==> config.mk <==
export PLATFORM = sky130hd
export DESIGN_NAME = terminal_key_decoder_cursor
export DESIGN_NICKNAME = d
export VERILOG_FILES = /design/src/hdl/tkd_pkg.sv /design/src/hdl/tkd_front.sv /design/src/hdl/tkd_queue.sv /design/src/hdl/tkd_back.sv /design/src/hdl/terminal_key_decoder_cursor.sv
export SDC_FILE = /design/constraint.sdc
export NUM_CORES = 1
export LEC_CHECK = 0
export ABC_CLOCK_PERIOD_IN_PS = 6000
export BUFFER_PORTS_ARGS = -buffer_cell sky130_fd_sc_hd__buf_2
export CORE_MARGIN = 3
export CORE_UTILIZATION = 45
export DETAILED_ROUTE_END_ITERATION = 6
export HOLD_SLACK_MARGIN = 0.15
export PLACE_DENSITY = 0.7
export SYNTH_ARGS = -nofsm -noshare
export SYNTH_HDL_FRONTEND = slang
export SYNTH_HIERARCHICAL = 1
export SYNTH_SLANG_ARGS = --single-unit
==> constraint.sdc <==
create_clock -name i_clk -period 6 [get_ports i_clk]
set_input_delay 1.5 -clock i_clk [delete_from_list [all_inputs] [get_ports i_clk]]
set_output_delay 1.5 -clock i_clk [all_outputs]
set_load 0.1 [all_outputs]
==> src/hdl/tkd_pkg.sv <==
// Shared types and constants for the terminal key decoder with cursor tracking.
`timescale 1ns / 1ps

package tkd_pkg;

    // Byte codes that drive the escape sequence parser.
    localparam logic [7:0] BYTE_ESC     = 8'h1B;
    localparam logic [7:0] BYTE_BRACKET = 8'h5B;
    localparam logic [7:0] BYTE_LETTER_O = 8'h4F;
    localparam logic [7:0] BYTE_TILDE   = 8'h7E;

    // Opcodes of an input transaction.
    localparam logic OP_BYTE    = 1'b0;
    localparam logic OP_TIMEOUT = 1'b1;

    // Configuration register indexes.
    localparam int unsigned CFG_INDEX_W = 1;
    localparam logic [CFG_INDEX_W-1:0] CFG_SCREEN_ROWS = 1'b0;
    localparam logic [CFG_INDEX_W-1:0] CFG_SCREEN_COLS = 1'b1;

    // Reset values of the screen size registers.
    localparam logic [15:0] ROWS_RESET = 16'd24;
    localparam logic [15:0] COLS_RESET = 16'd80;

    // Queue between the parser and the cursor stage.
    localparam int unsigned QUEUE_DEPTH = 4;
    localparam int unsigned QUEUE_PTR_W = $clog2(QUEUE_DEPTH);

    // Decoded key kinds.
    typedef enum logic [3:0] {
        KEY_PLAIN = 4'd0,
        KEY_UP    = 4'd1,
        KEY_DOWN  = 4'd2,
        KEY_RIGHT = 4'd3,
        KEY_LEFT  = 4'd4,
        KEY_HOME  = 4'd5,
        KEY_END   = 4'd6,
        KEY_DEL   = 4'd7,
        KEY_PGUP  = 4'd8,
        KEY_PGDN  = 4'd9
    } t_key_kind;

    // Input transaction payload.
    typedef struct packed {
        logic       opcode;
        logic [7:0] rx_byte;
    } t_in_item;

    // Output transaction payload.
    typedef struct packed {
        logic [3:0]  key_kind;
        logic [7:0]  plain_value;
        logic [15:0] cursor_col;
        logic [15:0] cursor_row;
    } t_out_item;

    // One decoded key on its way from the parser to the cursor stage.
    typedef struct packed {
        t_key_kind  kind;
        logic [7:0] value;
    } t_key_event;

    // Handshake between the parser and the queue.
    typedef struct packed {
        logic       push;
        t_key_event event_data;
    } t_push_req;

    // Handshake between the queue and the cursor stage.
    typedef struct packed {
        logic       not_empty;
        t_key_event event_data;
    } t_pop_view;

endpackage

==> src/hdl/tkd_front.sv <==
// Escape sequence parser: accepts input transactions and classifies them into keys.
`timescale 1ns / 1ps

module tkd_front (
    input  logic              i_clk,
    input  logic              i_rst_n,
    input  logic              i_in_valid,
    output logic              o_in_stall,
    input  tkd_pkg::t_in_item i_in_data,
    input  logic              i_queue_full,
    output tkd_pkg::t_push_req o_push
);
    import tkd_pkg::*;

    typedef enum logic [1:0] {
        PH_IDLE  = 2'd0,
        PH_ESC   = 2'd1,
        PH_FIRST = 2'd2,
        PH_DIGIT = 2'd3
    } t_phase;

    t_phase     r_phase, n_phase;
    logic [7:0] r_first, n_first;
    logic [7:0] r_digit, n_digit;
    logic       w_accept;
    logic       w_emit;
    t_key_kind  w_kind;
    logic [7:0] w_byte;

    // Key for the final letter of ESC [ letter.
    function automatic t_key_kind letter_key(input logic [7:0] b);
        t_key_kind k;
        unique case (b)
            8'h41:   k = KEY_UP;
            8'h42:   k = KEY_DOWN;
            8'h43:   k = KEY_RIGHT;
            8'h44:   k = KEY_LEFT;
            8'h48:   k = KEY_HOME;
            8'h46:   k = KEY_END;
            default: k = KEY_PLAIN;
        endcase
        return k;
    endfunction

    // Key for the digit of ESC [ digit ~.
    function automatic t_key_kind digit_key(input logic [7:0] d);
        t_key_kind k;
        unique case (d)
            8'h31:   k = KEY_HOME;
            8'h33:   k = KEY_DEL;
            8'h34:   k = KEY_END;
            8'h35:   k = KEY_PGUP;
            8'h36:   k = KEY_PGDN;
            8'h37:   k = KEY_HOME;
            8'h38:   k = KEY_END;
            default: k = KEY_PLAIN;
        endcase
        return k;
    endfunction

    // The parser takes a transaction whenever the queue has room.
    assign o_in_stall = i_queue_full;
    assign w_accept   = i_in_valid && !i_queue_full;
    assign w_byte     = i_in_data.rx_byte;

    // Next parse state and the key that this transaction completes, if any.
    always_comb begin
        n_phase = r_phase;
        n_first = r_first;
        n_digit = r_digit;
        w_emit  = 1'b0;
        w_kind  = KEY_PLAIN;
        o_push.event_data.value = BYTE_ESC;
        if (i_in_data.opcode == OP_TIMEOUT) begin
            // A timeout aborts an open sequence as a plain ESC.
            w_emit  = (r_phase != PH_IDLE);
            n_phase = PH_IDLE;
        end else begin
            unique case (r_phase)
                PH_IDLE: begin
                    if (w_byte == BYTE_ESC) begin
                        n_phase = PH_ESC;
                    end else begin
                        w_emit = 1'b1;
                        o_push.event_data.value = w_byte;
                    end
                end
                PH_ESC: begin
                    n_first = w_byte;
                    n_phase = PH_FIRST;
                end
                PH_FIRST: begin
                    n_phase = PH_IDLE;
                    w_emit  = 1'b1;
                    if (r_first == BYTE_BRACKET) begin
                        if (w_byte >= 8'h30 && w_byte <= 8'h39) begin
                            n_digit = w_byte;
                            n_phase = PH_DIGIT;
                            w_emit  = 1'b0;
                        end else begin
                            w_kind = letter_key(w_byte);
                        end
                    end else if (r_first == BYTE_LETTER_O) begin
                        if (w_byte == 8'h48) begin
                            w_kind = KEY_HOME;
                        end else if (w_byte == 8'h46) begin
                            w_kind = KEY_END;
                        end
                    end
                end
                PH_DIGIT: begin
                    n_phase = PH_IDLE;
                    w_emit  = 1'b1;
                    if (w_byte == BYTE_TILDE) begin
                        w_kind = digit_key(r_digit);
                    end
                end
                default: begin
                    n_phase = PH_IDLE;
                end
            endcase
        end
        // The byte value is reported only for plain keys.
        if (w_kind != KEY_PLAIN) begin
            o_push.event_data.value = 8'h00;
        end
        o_push.event_data.kind = w_kind;
        o_push.push = w_accept && w_emit;
    end

    // Parse state registers.
    always_ff @(posedge i_clk) begin
        if (!i_rst_n) begin
            r_phase <= PH_IDLE;
            r_first <= 8'h00;
            r_digit <= 8'h00;
        end else if (w_accept) begin
            r_phase <= n_phase;
            r_first <= n_first;
            r_digit <= n_digit;
        end
    end

endmodule

==> src/hdl/tkd_queue.sv <==
// Short key queue that decouples the parser from the cursor stage.
`timescale 1ns / 1ps

module tkd_queue (
    input  logic               i_clk,
    input  logic               i_rst_n,
    input  tkd_pkg::t_push_req i_push,
    output logic               o_full,
    input  logic               i_pop,
    output tkd_pkg::t_pop_view o_view
);
    import tkd_pkg::*;

    t_key_event             r_mem [QUEUE_DEPTH];
    logic [QUEUE_PTR_W-1:0] r_wr_ptr;
    logic [QUEUE_PTR_W-1:0] r_rd_ptr;
    logic [QUEUE_PTR_W:0]   r_count;
    logic                   w_pop;

    assign o_full             = (r_count == (QUEUE_PTR_W+1)'(QUEUE_DEPTH));
    assign o_view.not_empty   = (r_count != '0);
    assign o_view.event_data  = r_mem[r_rd_ptr];
    assign w_pop              = i_pop && o_view.not_empty;

    // Entry storage; the parser never pushes while the queue is full.
    always_ff @(posedge i_clk) begin
        if (i_push.push) begin
            r_mem[r_wr_ptr] <= i_push.event_data;
        end
    end

    // Pointers and fill count.
    always_ff @(posedge i_clk) begin
        if (!i_rst_n) begin
            r_wr_ptr <= '0;
            r_rd_ptr <= '0;
            r_count  <= '0;
        end else begin
            if (i_push.push) begin
                r_wr_ptr <= r_wr_ptr + 1'b1;
            end
            if (w_pop) begin
                r_rd_ptr <= r_rd_ptr + 1'b1;
            end
            unique case ({i_push.push, w_pop})
                2'b10:   r_count <= r_count + 1'b1;
                2'b01:   r_count <= r_count - 1'b1;
                default: r_count <= r_count;
            endcase
        end
    end

endmodule

==> src/hdl/tkd_back.sv <==
// Cursor stage: applies keys to the stored cursor and registers the output transaction.
`timescale 1ns / 1ps

module tkd_back (
    input  logic                         i_clk,
    input  logic                         i_rst_n,
    input  logic                         i_cfg_we,
    input  logic [tkd_pkg::CFG_INDEX_W-1:0] i_cfg_index,
    input  logic [15:0]                  i_cfg_data,
    input  tkd_pkg::t_pop_view           i_view,
    output logic                         o_pop,
    output logic                         o_out_valid,
    input  logic                         i_out_stall,
    output tkd_pkg::t_out_item           o_out_data
);
    import tkd_pkg::*;

    logic [15:0] r_rows;
    logic [15:0] r_cols;
    logic [15:0] r_col, n_col;
    logic [15:0] r_row, n_row;
    logic        r_out_valid;
    t_out_item   r_out;
    logic        w_slot_free;
    t_key_kind   w_kind;

    assign w_slot_free = !r_out_valid || !i_out_stall;
    assign o_pop       = i_view.not_empty && w_slot_free;
    assign w_kind      = i_view.event_data.kind;
    assign o_out_valid = r_out_valid;
    assign o_out_data  = r_out;

    // Cursor move with clamping at zero and at the screen limits.
    always_comb begin
        n_col = r_col;
        n_row = r_row;
        unique case (w_kind)
            KEY_UP: begin
                if (r_row != 16'd0) begin
                    n_row = r_row - 16'd1;
                end
            end
            KEY_DOWN: begin
                if (({1'b0, r_row} + 17'd1) < {1'b0, r_rows}) begin
                    n_row = r_row + 16'd1;
                end
            end
            KEY_LEFT: begin
                if (r_col != 16'd0) begin
                    n_col = r_col - 16'd1;
                end
            end
            KEY_RIGHT: begin
                if (({1'b0, r_col} + 17'd1) < {1'b0, r_cols}) begin
                    n_col = r_col + 16'd1;
                end
            end
            default: begin
                n_col = r_col;
                n_row = r_row;
            end
        endcase
    end

    // Screen size registers.
    always_ff @(posedge i_clk) begin
        if (!i_rst_n) begin
            r_rows <= ROWS_RESET;
            r_cols <= COLS_RESET;
        end else if (i_cfg_we) begin
            unique case (i_cfg_index)
                CFG_SCREEN_ROWS: r_rows <= i_cfg_data;
                CFG_SCREEN_COLS: r_cols <= i_cfg_data;
                default:         r_rows <= r_rows;
            endcase
        end
    end

    // Cursor and output control.
    always_ff @(posedge i_clk) begin
        if (!i_rst_n) begin
            r_col       <= 16'd0;
            r_row       <= 16'd0;
            r_out_valid <= 1'b0;
        end else begin
            if (o_pop) begin
                r_col       <= n_col;
                r_row       <= n_row;
                r_out_valid <= 1'b1;
            end else if (!i_out_stall) begin
                r_out_valid <= 1'b0;
            end
        end
    end

    // Output payload register.
    always_ff @(posedge i_clk) begin
        if (o_pop) begin
            r_out.key_kind    <= w_kind;
            r_out.plain_value <= i_view.event_data.value;
            r_out.cursor_col  <= n_col;
            r_out.cursor_row  <= n_row;
        end
    end

endmodule

==> src/hdl/terminal_key_decoder_cursor.sv <==
// Top level of the terminal key decoder with cursor tracking.
//
//  Port group  Direction  Handshake                 Payload
//  input       in         i_in_valid / o_in_stall   i_in_data  (opcode, rx_byte)
//  output      out        o_out_valid / i_out_stall o_out_data (key, value, col, row)
//  config      in         i_cfg_we                  i_cfg_index, i_cfg_data
//
// One input transaction is taken every cycle while the four-entry key queue has room.
// A key passes from the queue memory into the output register of the cursor stage; the cursor
// stage applies one key per cycle, so with no output stall the rate is one per cycle.
// Reset is synchronous and active low; it clears the parser, the queue and the cursor
// and loads 24 rows by 80 columns. An output stall backs up the queue, and the input
// stalls only once the queue is full.
`timescale 1ns / 1ps

module terminal_key_decoder_cursor (
    input  logic                            i_clk,
    input  logic                            i_rst_n,
    input  logic                            i_in_valid,
    output logic                            o_in_stall,
    input  tkd_pkg::t_in_item               i_in_data,
    output logic                            o_out_valid,
    input  logic                            i_out_stall,
    output tkd_pkg::t_out_item              o_out_data,
    input  logic                            i_cfg_we,
    input  logic [tkd_pkg::CFG_INDEX_W-1:0] i_cfg_index,
    input  logic [15:0]                     i_cfg_data
);
    import tkd_pkg::*;

    t_push_req w_push;
    t_pop_view w_view;
    logic      w_full;
    logic      w_pop;

    // Parser side.
    tkd_front u_front (
        .i_clk        (i_clk),
        .i_rst_n      (i_rst_n),
        .i_in_valid   (i_in_valid),
        .o_in_stall   (o_in_stall),
        .i_in_data    (i_in_data),
        .i_queue_full (w_full),
        .o_push       (w_push)
    );

    // Key queue.
    tkd_queue u_queue (
        .i_clk   (i_clk),
        .i_rst_n (i_rst_n),
        .i_push  (w_push),
        .o_full  (w_full),
        .i_pop   (w_pop),
        .o_view  (w_view)
    );

    // Cursor side.
    tkd_back u_back (
        .i_clk       (i_clk),
        .i_rst_n     (i_rst_n),
        .i_cfg_we    (i_cfg_we),
        .i_cfg_index (i_cfg_index),
        .i_cfg_data  (i_cfg_data),
        .i_view      (w_view),
        .o_pop       (w_pop),
        .o_out_valid (o_out_valid),
        .i_out_stall (i_out_stall),
        .o_out_data  (o_out_data)
    );

endmodule

==> impl_results.md, run 1 <==
- Worst-Margin Slew: 1.16 ns
- WP buf/inv: 0
- Post-Route Utilization: 0.509
- First-pass GRT wire length: between 30 and 40 mm
- Critical path's slowest cell: nand3_1
- Share of cells above drive strength 1: 0.136
- IO buf count: 76
- Grt total ovfl: 0
- CP endpoint kind: flop
- Hold WC Path Type: flop to flop
- Crit path max fanout: 17
- Crit path largest cell delay: 0.68 ns
- TritonCTS clock tree: built
- Inserted Clock Buffers: 17
- Final net count: 1,136
- Setup slack after layout: 1.33 ns
- Clock Latency Late Sink: about 0.44 ns
- Post-synthesis sequential element count: 184
- H-Tree Level Count: 4
- Critical path data required time: 6.31 ns
- Routed len/inst: 17.0 µm
- CTS resizes: 0
- Leakage power: approximately 0.0042 µW
- CP delay by family, top: simple AND/OR/NAND/NOR gates
- DRC Markers: 0
- Clock skew: between 0.01 and 0.015 ns
- Die area: 24,300 µm²
- Rows: 54
- Vias per cell: around 5.7
- Initial core utilization: 0.460
- Core box area: 22,000 µm²
- Post-DP Area: about 11,000 µm²
- Cell area after layout: 11,200 µm²
- Clk slew on worst S/H paths: around 0.07 ns
- Peak VDD IR: approximately 220 µV
- Library cells used by synthesis: 90
- CP arrival: 4.98 ns
- Number of enable flip-flop cells after synthesis: 92
- Synthesis warning total: 6
- Die W: 156 µm
- Final TNS setup: 0 ns
- Final hold vios: 0
- Net Count, Synth: 1,101
- Dpl ws: 1.46 ns
- Fmax: 214 MHz
- Asr flop ratio synth: 0
- Die H: 156 µm
- Router iterations before antenna repair: 5
- Status: complete, no violations
- Register area share after synthesis: 0.456
- Worst hold slack: 0.456 ns
- Mapped Area: 10,100 µm²
- Vias: 7,773
- Syn avg cell area: 9.81 µm²
- Gr usage total: 0.189
- Placer Congestion: between 0.8 and 0.9
- Diode count: 0
- Final WL: between 20 and 25 mm
- CP Cell Sequence: ha_1 > and3_1 > nand3_1 > nor2_1 > and3_1 > xor2_1 > ha_1 > a21oi_1 > o21ai_1 > a211oi_1 > nand3_1 > o311ai_1 > and2_1
- Synth Flop Type: edfxtp_1
- Hold-fix buffers, CTS: 0
- Root Driver: clkbuf_16
- Fin crit period: 4.67 ns
- Final ANT Viol Nets: 0
- WS Path Type: flop to flop
- RSZ-0062 raised after global routing: false
- # setup viols final: 0
- Worst slew margin: 0.227
- Area grow syn2layout: 10.6%
- Clk sinks: around 180
- Post-DP HPWL: about 16 mm
- Pwr Density: a little over 400 nW/µm²
- Mapped Cells: 1,029
- Worst setup SP type: flop
- Max Cap Viol: 0
- Vias in the first global route: 6,904
- Largest net degree at the start of global routing: 52
- Post-CTS setup buffers: 0
- Final Cycle Share: 0.779
- Max Transition Viols Final: 0
- Total I/O pin count: 77
- Initial DRC Count: about 740
- Antenna violations before repair: 1
- Clock tree buffer depth: 2
==> synth_stat cells, types with 4 or more instances <==
cell,number,area share
nand4_1,19,0.012
nand3_1,40,0.020
clkbuf_1,37,0.014
nor2b_1,21,0.013
a22oi_1,4,0.0030
o211ai_1,8,0.0059
o311ai_1,4,0.0035
o22ai_1,9,0.0056
a31oi_1,8,0.0050
inv_1,55,0.020
and2_1,18,0.011
nor4_1,13,0.0081
nand2b_1,15,0.0093
o21a_1,6,0.0045
or3_1,13,0.0081
a211oi_1,4,0.0030
dfxtp_1,92,0.18
or2_1,4,0.0025
ha_1,40,0.050
mux4_2,10,0.022
mux2i_1,29,0.029
xor2_1,22,0.019
o32ai_1,7,0.0061
buf_1,6,0.0022
o21ai_0,19,0.0094
nor2_1,43,0.016
o21ai_1,10,0.0050
nand2_1,136,0.051
xnor2_1,32,0.028
and3_1,11,0.0068
a21o_1,4,0.0030
nor3_1,19,0.0094
and4_1,5,0.0043
o221ai_1,6,0.0052
or4_1,7,0.0052
a21oi_1,61,0.030
edfxtp_1,92,0.27
buf_2,17,0.0084
==> worst paths after layout <==
check / startpoint / endpoint / slack [ns] / depth (start not counted)
setup reg to reg: u_back/r_row[0] / u_back/o_out_data[3] / 1.33 / 13
setup / recovery: u_back/r_row[0] / u_back/o_out_data[3] / 1.33 / 13
hold reg to reg: u_back/r_rows[7] / u_back/r_rows[7] / 0.46 / 2
hold / removal: u_back/r_rows[7] / u_back/r_rows[7] / 0.46 / 2
==> stage by stage <==
stage | cells | power [µW]
6_report | 1357 | 4560
5_1_grt | 1357 | 4760
4_1_cts | 1357 | 4590
3_5_place_dp | 1325 | 3470
3_3_place_gp | 1325 | 3460
2_1_floorplan | 1029 | 3160
==> tightest hold or removal path: cells and delay by family, from the launching register on <==
family,cells,cell delay [ns]
AND/OR/NAND/NOR,1,0.05
AO/OA/AOI/OAI,1,0.05
flip-flops,1,0.31
==> cell type report <==
cell class	count	area, µm²
clock buffer	18	429
clock inverter	14	175
fill	1975	10800
inverter	57	214
multi-input combinational	723	4980
sequential	184	4600
tap	280	350
timing repair buffer	81	418
==> metal layers <==
metal  part of all wire  vias up  GRT usage
met4              0.014        2     0.0471
met5            0.00030        -          0
met3              0.057       26     0.0388
met1               0.48     3690      0.277
met2               0.45      249      0.287
li1                   -     3806          -
==> registers in the layout (all words and copies together), names as in the netlist, named ones only <==
name / flops
u_queue/r_mem: 48
u_back/o_out_data: 44
u_back/r_col: 16
u_back/r_cols: 16
u_back/r_row: 16
u_back/r_rows: 16
u_front/r_digit: 8
u_front/r_first: 8
u_queue/r_count: 3
u_front/r_phase: 2
u_queue/r_rd_ptr: 2
u_queue/r_wr_ptr: 2
u_back/o_out_valid: 1
==> where the power goes <==
| group | internal (µW) | leakage, µW | switching [µW] |
|---|---|---|---|
| registers | 1540 | 0.00162 | 127 |
| logic | 364 | 0.00226 | 1410 |
| clock network | 566 | 0.000292 | 547 |
==> cell usage in the layout, fill, tap and decap left out, drive strengths merged, types with 5 or more instances in the layout <==
cell type / instances
nor2: 43
and4: 5
dfxtp: 92
nor4b: 5
edfxtp: 92
a21oi: 61
nand2: 137
nor3: 20
ha: 40
o221ai: 7
o311ai: 6
inv: 64
or2: 5
mux2i: 29
buf: 81
clkbuf: 18
xnor2: 32
o22ai: 9
a31oi: 9
xor2: 22
o211ai: 8
and2: 19
nand3: 42
nor4: 15
clkinv: 7
nor2b: 21
o32ai: 7
o21ai: 29
or4: 9
or3: 13
nand4: 19
nand2b: 15
o21a: 6
mux4: 12
and3: 12
==> cell families (layout without fill, tap and decap cells) <==
group                      after synthesis  count (layout)  share of synthesized area
AOI/OAI and AO/OA                      188             188                      0.127
xor gates and xnor gates                54              54                     0.0468
adders and majority gates               41              41                     0.0516
buffers and inverters                  122             170                     0.0508
DFF                                    184             184                      0.456
muxes                                   41              41                     0.0563
and+or+nand+nor                        399             399                      0.211
Power figures use the tool's default switching activity.
==> run 2: changes to the inputs <==
--- a/config.mk
+++ b/config.mk
@@ -5,13 +5,13 @@
 export SDC_FILE = /design/constraint.sdc
 export NUM_CORES = 1
 export LEC_CHECK = 0
-export ABC_CLOCK_PERIOD_IN_PS = 6000
+export ABC_CLOCK_PERIOD_IN_PS = 4120
 export BUFFER_PORTS_ARGS = -buffer_cell sky130_fd_sc_hd__buf_2
 export CORE_MARGIN = 3
 export CORE_UTILIZATION = 45
 export DETAILED_ROUTE_END_ITERATION = 6
 export HOLD_SLACK_MARGIN = 0.15
-export PLACE_DENSITY = 0.7
+export PLACE_DENSITY = 0.72
 export SYNTH_ARGS = -nofsm -noshare
 export SYNTH_HDL_FRONTEND = slang
 export SYNTH_HIERARCHICAL = 1
==> constraint.sdc (replaced) <==
create_clock -name i_clk -period 4.12 [get_ports i_clk]
set_input_delay 1.03 -clock i_clk [delete_from_list [all_inputs] [get_ports i_clk]]
set_output_delay 1.03 -clock i_clk [all_outputs]
set_load 0.1 [all_outputs]
==> run 2 against run 1 <==
  * Clock-buffer cell count fell by 1
  * Maximum frequency rose by 18%
  * Register-to-register slack got worse by 1.2 ns
  * Largest power group unchanged
==> impl_results.md, run 2 (same netlist as run 1, synthesis figures left out) <==
- Crit path largest cell delay: 0.52 ns
- Cell area after layout: 11,400 µm²
- Reg2reg end: u_back/o_out_data[13]
- DRC Markers: 0
- Worst-Margin Slew: 1.01 ns
- Post-DP HPWL: around 17 mm
- Most frequent cells in the layout: nand2_1 (136), edfxtp_1 (92), dfxtp_1 (92), buf_2 (76), a21oi_1 (61)
- Leakage power: around 0.0043 µW
- Initial core utilization: 0.460
- Rows: 54
- Critical path data required time: 4.29 ns
- Final hold vios: 0
- CP most frequent cell: and3_1
- Clock power share: 0.251
- CP arrival: 4.13 ns
- Clock Latency Late Sink: 0.44 ns
- Max Transition Viols Final: 0
- Vias: 7,842
- Placer Congestion: 0.926
- Clock skew: 0.0169 ns
- H-Tree Level Count: 4
- Status: complete, no violations
- Antenna violations before repair: 1
- Commonest non-fill, non-tap cell in the layout: nand2_1
- Total I/O pin count: 77
- Fmax: 252 MHz
- Gr usage total: 0.194
- CP Cell Sequence: ha_1 > and3_1 > nand3_1 > nor2_1 > and3_1 > xor2_1 > ha_1 > nand4_1 > nor4_1 > o31ai_1 > and3_1 > buf_4 > a22oi_1 > nand2_1
- Grt total ovfl: 0
- Die H: ~160 µm
- Reg2Reg Setup Slack: 0.15 ns
- Die area: roughly 24,000 µm²
- Internal Power: ~3700 µW
- Critical path's slowest cell: dfxtp_1
- Pwr Density: 592 nW/µm²
- Fillers: just under 2,000
- Hold WC Path Type: flop to flop
- Root Driver: clkbuf_16
- Final WL: 23.5 mm
- RR Startpoint: u_back/r_row[1]
- Worst setup SP type: flop
- Worst slew margin: 0.323
- Area grow syn2layout: 12.6%
- Clk sinks: 184
- Crit path max fanout: 17
- Comb pwr share: 0.394
- Routed len/inst: 17.0 µm
- Clk slew on worst S/H paths: 0.08 ns
- Final Cycle Share: 0.963
- Vias in the first global route: a little over 7,000
- Vias per cell: 5.69
- First-pass GRT wire length: 37.8 mm
- Peak VDD IR: approximately 280 µV
- Reg2reg path depth: 14
- Diode count: 0
- Final net count: roughly 1,200
- Fin crit period: 3.97 ns
- Inserted Clock Buffers: 17
- Router iterations before antenna repair: 5
- TritonCTS clock tree: built
- Final total power: 6720 µW
- Core box area: 22,000 µm²
- Min-delay src: u_back/r_cols[2]
- Initial DRC Count: 773
- Final ANT Viol Nets: 0
- Sw frac: 0.452
- Post-CTS setup buffers: 0
- Share of cells above drive strength 1: 0.155
- Final TNS setup: 0 ns
- Hold EP: u_back/r_cols[2]
- RSZ-0062 raised after global routing: false
- Register share of total power: 0.355
- Max Cap Viol: 0
- WHS Path Cells: 2
- WS Path Type: flop to flop
- Largest Register: u_queue/r_mem
- # setup viols final: 0
- Post-DP Area: 10,700 µm²
- Largest net degree at the start of global routing: 67
- Switch Pwr: 3040 µW
- CP endpoint kind: flop
- Clock tree buffer depth: 2
- IO buf count: 76
- Largest register FFs: 48
- Die W: about 160 µm
## run 2: layer usage
metal  vias up  track usage  routed length (µm)
met5         -            0                  13
met4         2       0.0563                 376
met3        35       0.0408                1300
met2       241        0.315               11400
met1      3711        0.262               10300
li1       3853            -                   -
## run 2: power by group through the flow
stage	Clock (µW)	Sequential [µW]	Combinational [µW]
global placement	0	2430	2620
floorplan	0	3590	1000
finish	1690	2390	2650
detailed placement	0	2430	2640
global route	1800	2420	2810
CTS	1730	2390	2650
## run 2: through the flow
| stage | std cells | setup WS, ns | hold slack, ns | utilization |
|---|---|---|---|---|
| after floorplan | 1029 | 0.598 | 0.433 | - |
| after global placement | 1346 | 0.450 | 0.442 | 0.488 |
| after detailed placement | 1346 | 0.307 | 0.448 | 0.488 |
| after CTS | 1378 | 0.235 | 0.458 | 0.517 |
| after global routing | 1378 | 0.0142 | 0.472 | 0.517 |
| final | 1378 | 0.152 | 0.456 | 0.517 |
## run 2: worst max-delay path by stage
stage / from / to / slack, ns / cells after the start
after floorplan: i_out_stall / u_queue/r_count[2] / 0.60 / 11
after global placement: u_back/r_row[9] / u_back/o_out_data[12] / 0.45 / 12
after global routing: u_back/r_col[1] / u_back/r_col[4] / 0.01 / 13
after detailed placement: u_back/r_row[1] / u_back/o_out_data[9] / 0.31 / 14
final: u_back/r_row[1] / u_back/o_out_data[13] / 0.15 / 14
after CTS: u_back/r_row[1] / u_back/o_out_data[9] / 0.23 / 14
## run 2: worst max-delay path, delay by kind of cell (launching register included)
kind | cells | cell delay (ns)
xor gates and xnor gates | 1 | 0.10
and+or+nand+nor | 8 | 1.67
AOI/OAI and AO/OA | 2 | 0.58
DFF | 1 | 0.52
buffers and inverters | 1 | 0.20
adders and majority gates | 2 | 0.63
## run 2: final cells by class
cell class                 instances  area (µm²)  area share
sequential                       184        4600       0.405
tap                              280         350      0.0308
clock buffer                      17         425      0.0374
inverter                          57         214      0.0188
clock inverter                    15         210      0.0185
multi-input combinational        723        4980       0.439
timing repair buffer             102         576      0.0506
## run 2: timing repair
item | 4_1_cts | 5_1_grt
hold buffers | 0 | 0
endpoints found under the setup margin | 0 | 2
gates resized for setup | 0 | 1
==> run 3: changes to the inputs <==
--- a/config.mk
+++ b/config.mk
@@ -7,11 +7,10 @@
 export LEC_CHECK = 0
 export ABC_CLOCK_PERIOD_IN_PS = 4120
 export BUFFER_PORTS_ARGS = -buffer_cell sky130_fd_sc_hd__buf_2
-export CORE_MARGIN = 3
 export CORE_UTILIZATION = 45
 export DETAILED_ROUTE_END_ITERATION = 6
 export HOLD_SLACK_MARGIN = 0.15
-export PLACE_DENSITY = 0.72
+export PLACE_DENSITY_LB_ADDON = 0.08
 export SYNTH_ARGS = -nofsm -noshare
 export SYNTH_HDL_FRONTEND = slang
 export SYNTH_HIERARCHICAL = 1
==> run 3 against run 2 <==
  * Routed wire length rose by 5.1%
  * Worst hold slack better by 0.0014 ns
  * Critical path type unchanged
  * Die area fell by 5.1%
==> impl_results.md, run 3 (same netlist as run 1, synthesis figures left out) <==
- Status: complete, no violations
- Met1 WL: 11.0 mm
- Reg2reg end: u_back/o_out_data[13]
- Hold WC Path Type: flop to flop
- Met2 wire len: 11.8 mm
- Vias: 7,897
- Rows: 54
- WHS Path Cells: 2
- Min-delay src: u_back/r_cols[11]
- Total I/O pin count: 77
- Reg2Reg Setup Slack: 0.31 ns
- Commonest non-fill, non-tap cell in the layout: nand2_1
- Initial DRC Count: 444
- Pwr Density: ~590 nW/µm²
- Die W: 152 µm
- Clock Latency Late Sink: approximately 0.45 ns
- Vias in the first global route: 7,150
- Inserted Clock Buffers: 17
- Router iterations before antenna repair: 5
- Hold EP: u_back/r_cols[11]
- Antenna violations before repair: 3
- Die H: 152 µm
- Metal3 WL: ~1.3 mm
- Area grow syn2layout: 13.8%
- Crit path max fanout: 17
- Die area: 23,000 µm²
- Share of cells above drive strength 1: 0.168
- # setup viols final: 0
- Clk sinks: approximately 180
- Final net count: roughly 1,200
- Max Transition Viols Final: 0
- Max Cap Viol: 0
- Root Driver: clkbuf_16
- Largest net degree at the start of global routing: 43
- Fillers: just over 2,000
- Worst-Margin Slew: 1.05 ns
- Worst hold slack: 0.458 ns
- Critical path data required time: 4.30 ns
- Peak VDD IR: 315 µV
- Reg2reg path depth: 11
- CP arrival: 3.99 ns
- TritonCTS clock tree: built
- Hold-fix buffers, CTS: 0
- Fmax: 263 MHz
- IO buf count: 76
- Final total power: 6810 µW
- Worst setup SP type: flop
- Post-DP HPWL: around 18 mm
- Routed len/inst: 17.7 µm
- CP endpoint kind: flop
- RSZ-0062 raised after global routing: false
- Final WL: 24.7 mm
- Register area: 4610 µm²
- Worst slew margin: 0.301
- WS Path Type: flop to flop
- Gr usage total: 0.223
- Fin crit period: approximately 3.8 ns
- RR Startpoint: u_back/r_row[10]
- Final hold vios: 0
- First-pass GRT wire length: 38.6 mm
- Final TNS setup: 0 ns
- Clk slew on worst S/H paths: 0.08 ns
- H-Tree Level Count: 4
- Most frequent cells in the layout: nand2_1 (136), edfxtp_1 (92), dfxtp_1 (90), buf_2 (76), a21oi_1 (61)
- Final ANT Viol Nets: 0
- Grt total ovfl: 0
- Area of the multi-input gates: 4990 µm²
- Initial core utilization: 0.461
- DRC Markers: 0
- Leakage power: 0.00439 µW
- Core box area: between 20,000 and 25,000 µm²
- Vias per cell: 5.67
- Largest register FFs: 48
- Clock skew: 0.0118 ns
- Highest layer used for signal routing: met5
- Final Cycle Share: 0.924
- Clock tree buffer depth: 2
- Largest Register: u_queue/r_mem
- Placer Congestion: a little under 0.9
-- run 3: worst max-delay path by stage --
stage	depth (start not counted)	end	start	slack, ns
global placement	12	u_back/o_out_data[30]	u_back/r_col[0]	0.20
detailed placement	12	u_back/r_col[14]	u_back/r_col[0]	0.15
global route	11	u_back/o_out_data[13]	u_back/r_row[10]	0.06
floorplan	11	u_queue/r_count[2]	i_out_stall	0.60
CTS	12	u_back/r_col[14]	u_back/r_col[0]	0.13
finish	11	u_back/o_out_data[13]	u_back/r_row[10]	0.31
-- run 3: layer usage --
layer / track usage / vias up
met2: 0.366 / 212
met4: 0.0748 / 2
met1: 0.294 / 3763
li1: - / 3883
met5: 0 / -
met3: 0.0437 / 37
-- run 3: stage by stage --
step	utilization	setup WS [ns]	instances	area [µm²]
2_1_floorplan	-	0.598	1029	10100
3_3_place_gp	0.494	0.199	1357	10800
3_5_place_dp	0.494	0.149	1357	10800
4_1_cts	0.524	0.128	1389	11500
5_1_grt	0.525	0.0562	1391	11500
6_report	0.525	0.313	1392	11500
-- run 3: timing repair --
item / CTS / global route
endpoints found under the setup margin: 0 / 45
gates resized for setup: 0 / 6
endpoints found under the hold margin: 0 / 0
setup buffers: 0 / 1
-- run 3: final cells by class --
| class | count | share of cell area |
|---|---|---|
| diodes | 2 | 0.000435 |
| repair buffers | 114 | 0.0590 |
| well taps | 280 | 0.0305 |
| flip-flops and latches | 184 | 0.401 |
| inverters | 57 | 0.0186 |
| clock buffers | 17 | 0.0370 |
| multi-input cells | 723 | 0.434 |
| clock inverters | 15 | 0.0192 |
-- run 3: worst max-delay path: stages (launching register included) --
cell	delay, ns
dfxtp_1	0.60
inv_2	0.14
or4_1	0.64
nor2_1	0.15
xor2_1	0.25
ha_1	0.16
nand3_1	0.10
nor4_1	0.36
o31ai_1	0.26
and3_2	0.43
a22oi_1	0.36
nand2_1	0.08
-- run 3: where the power goes --
group          leakage [µW]  switching, µW  internal [µW]
clock              0.000310            889            859
sequential          0.00162            134           2240
combinational       0.00246           2110            576
total               0.00439           3140           3680
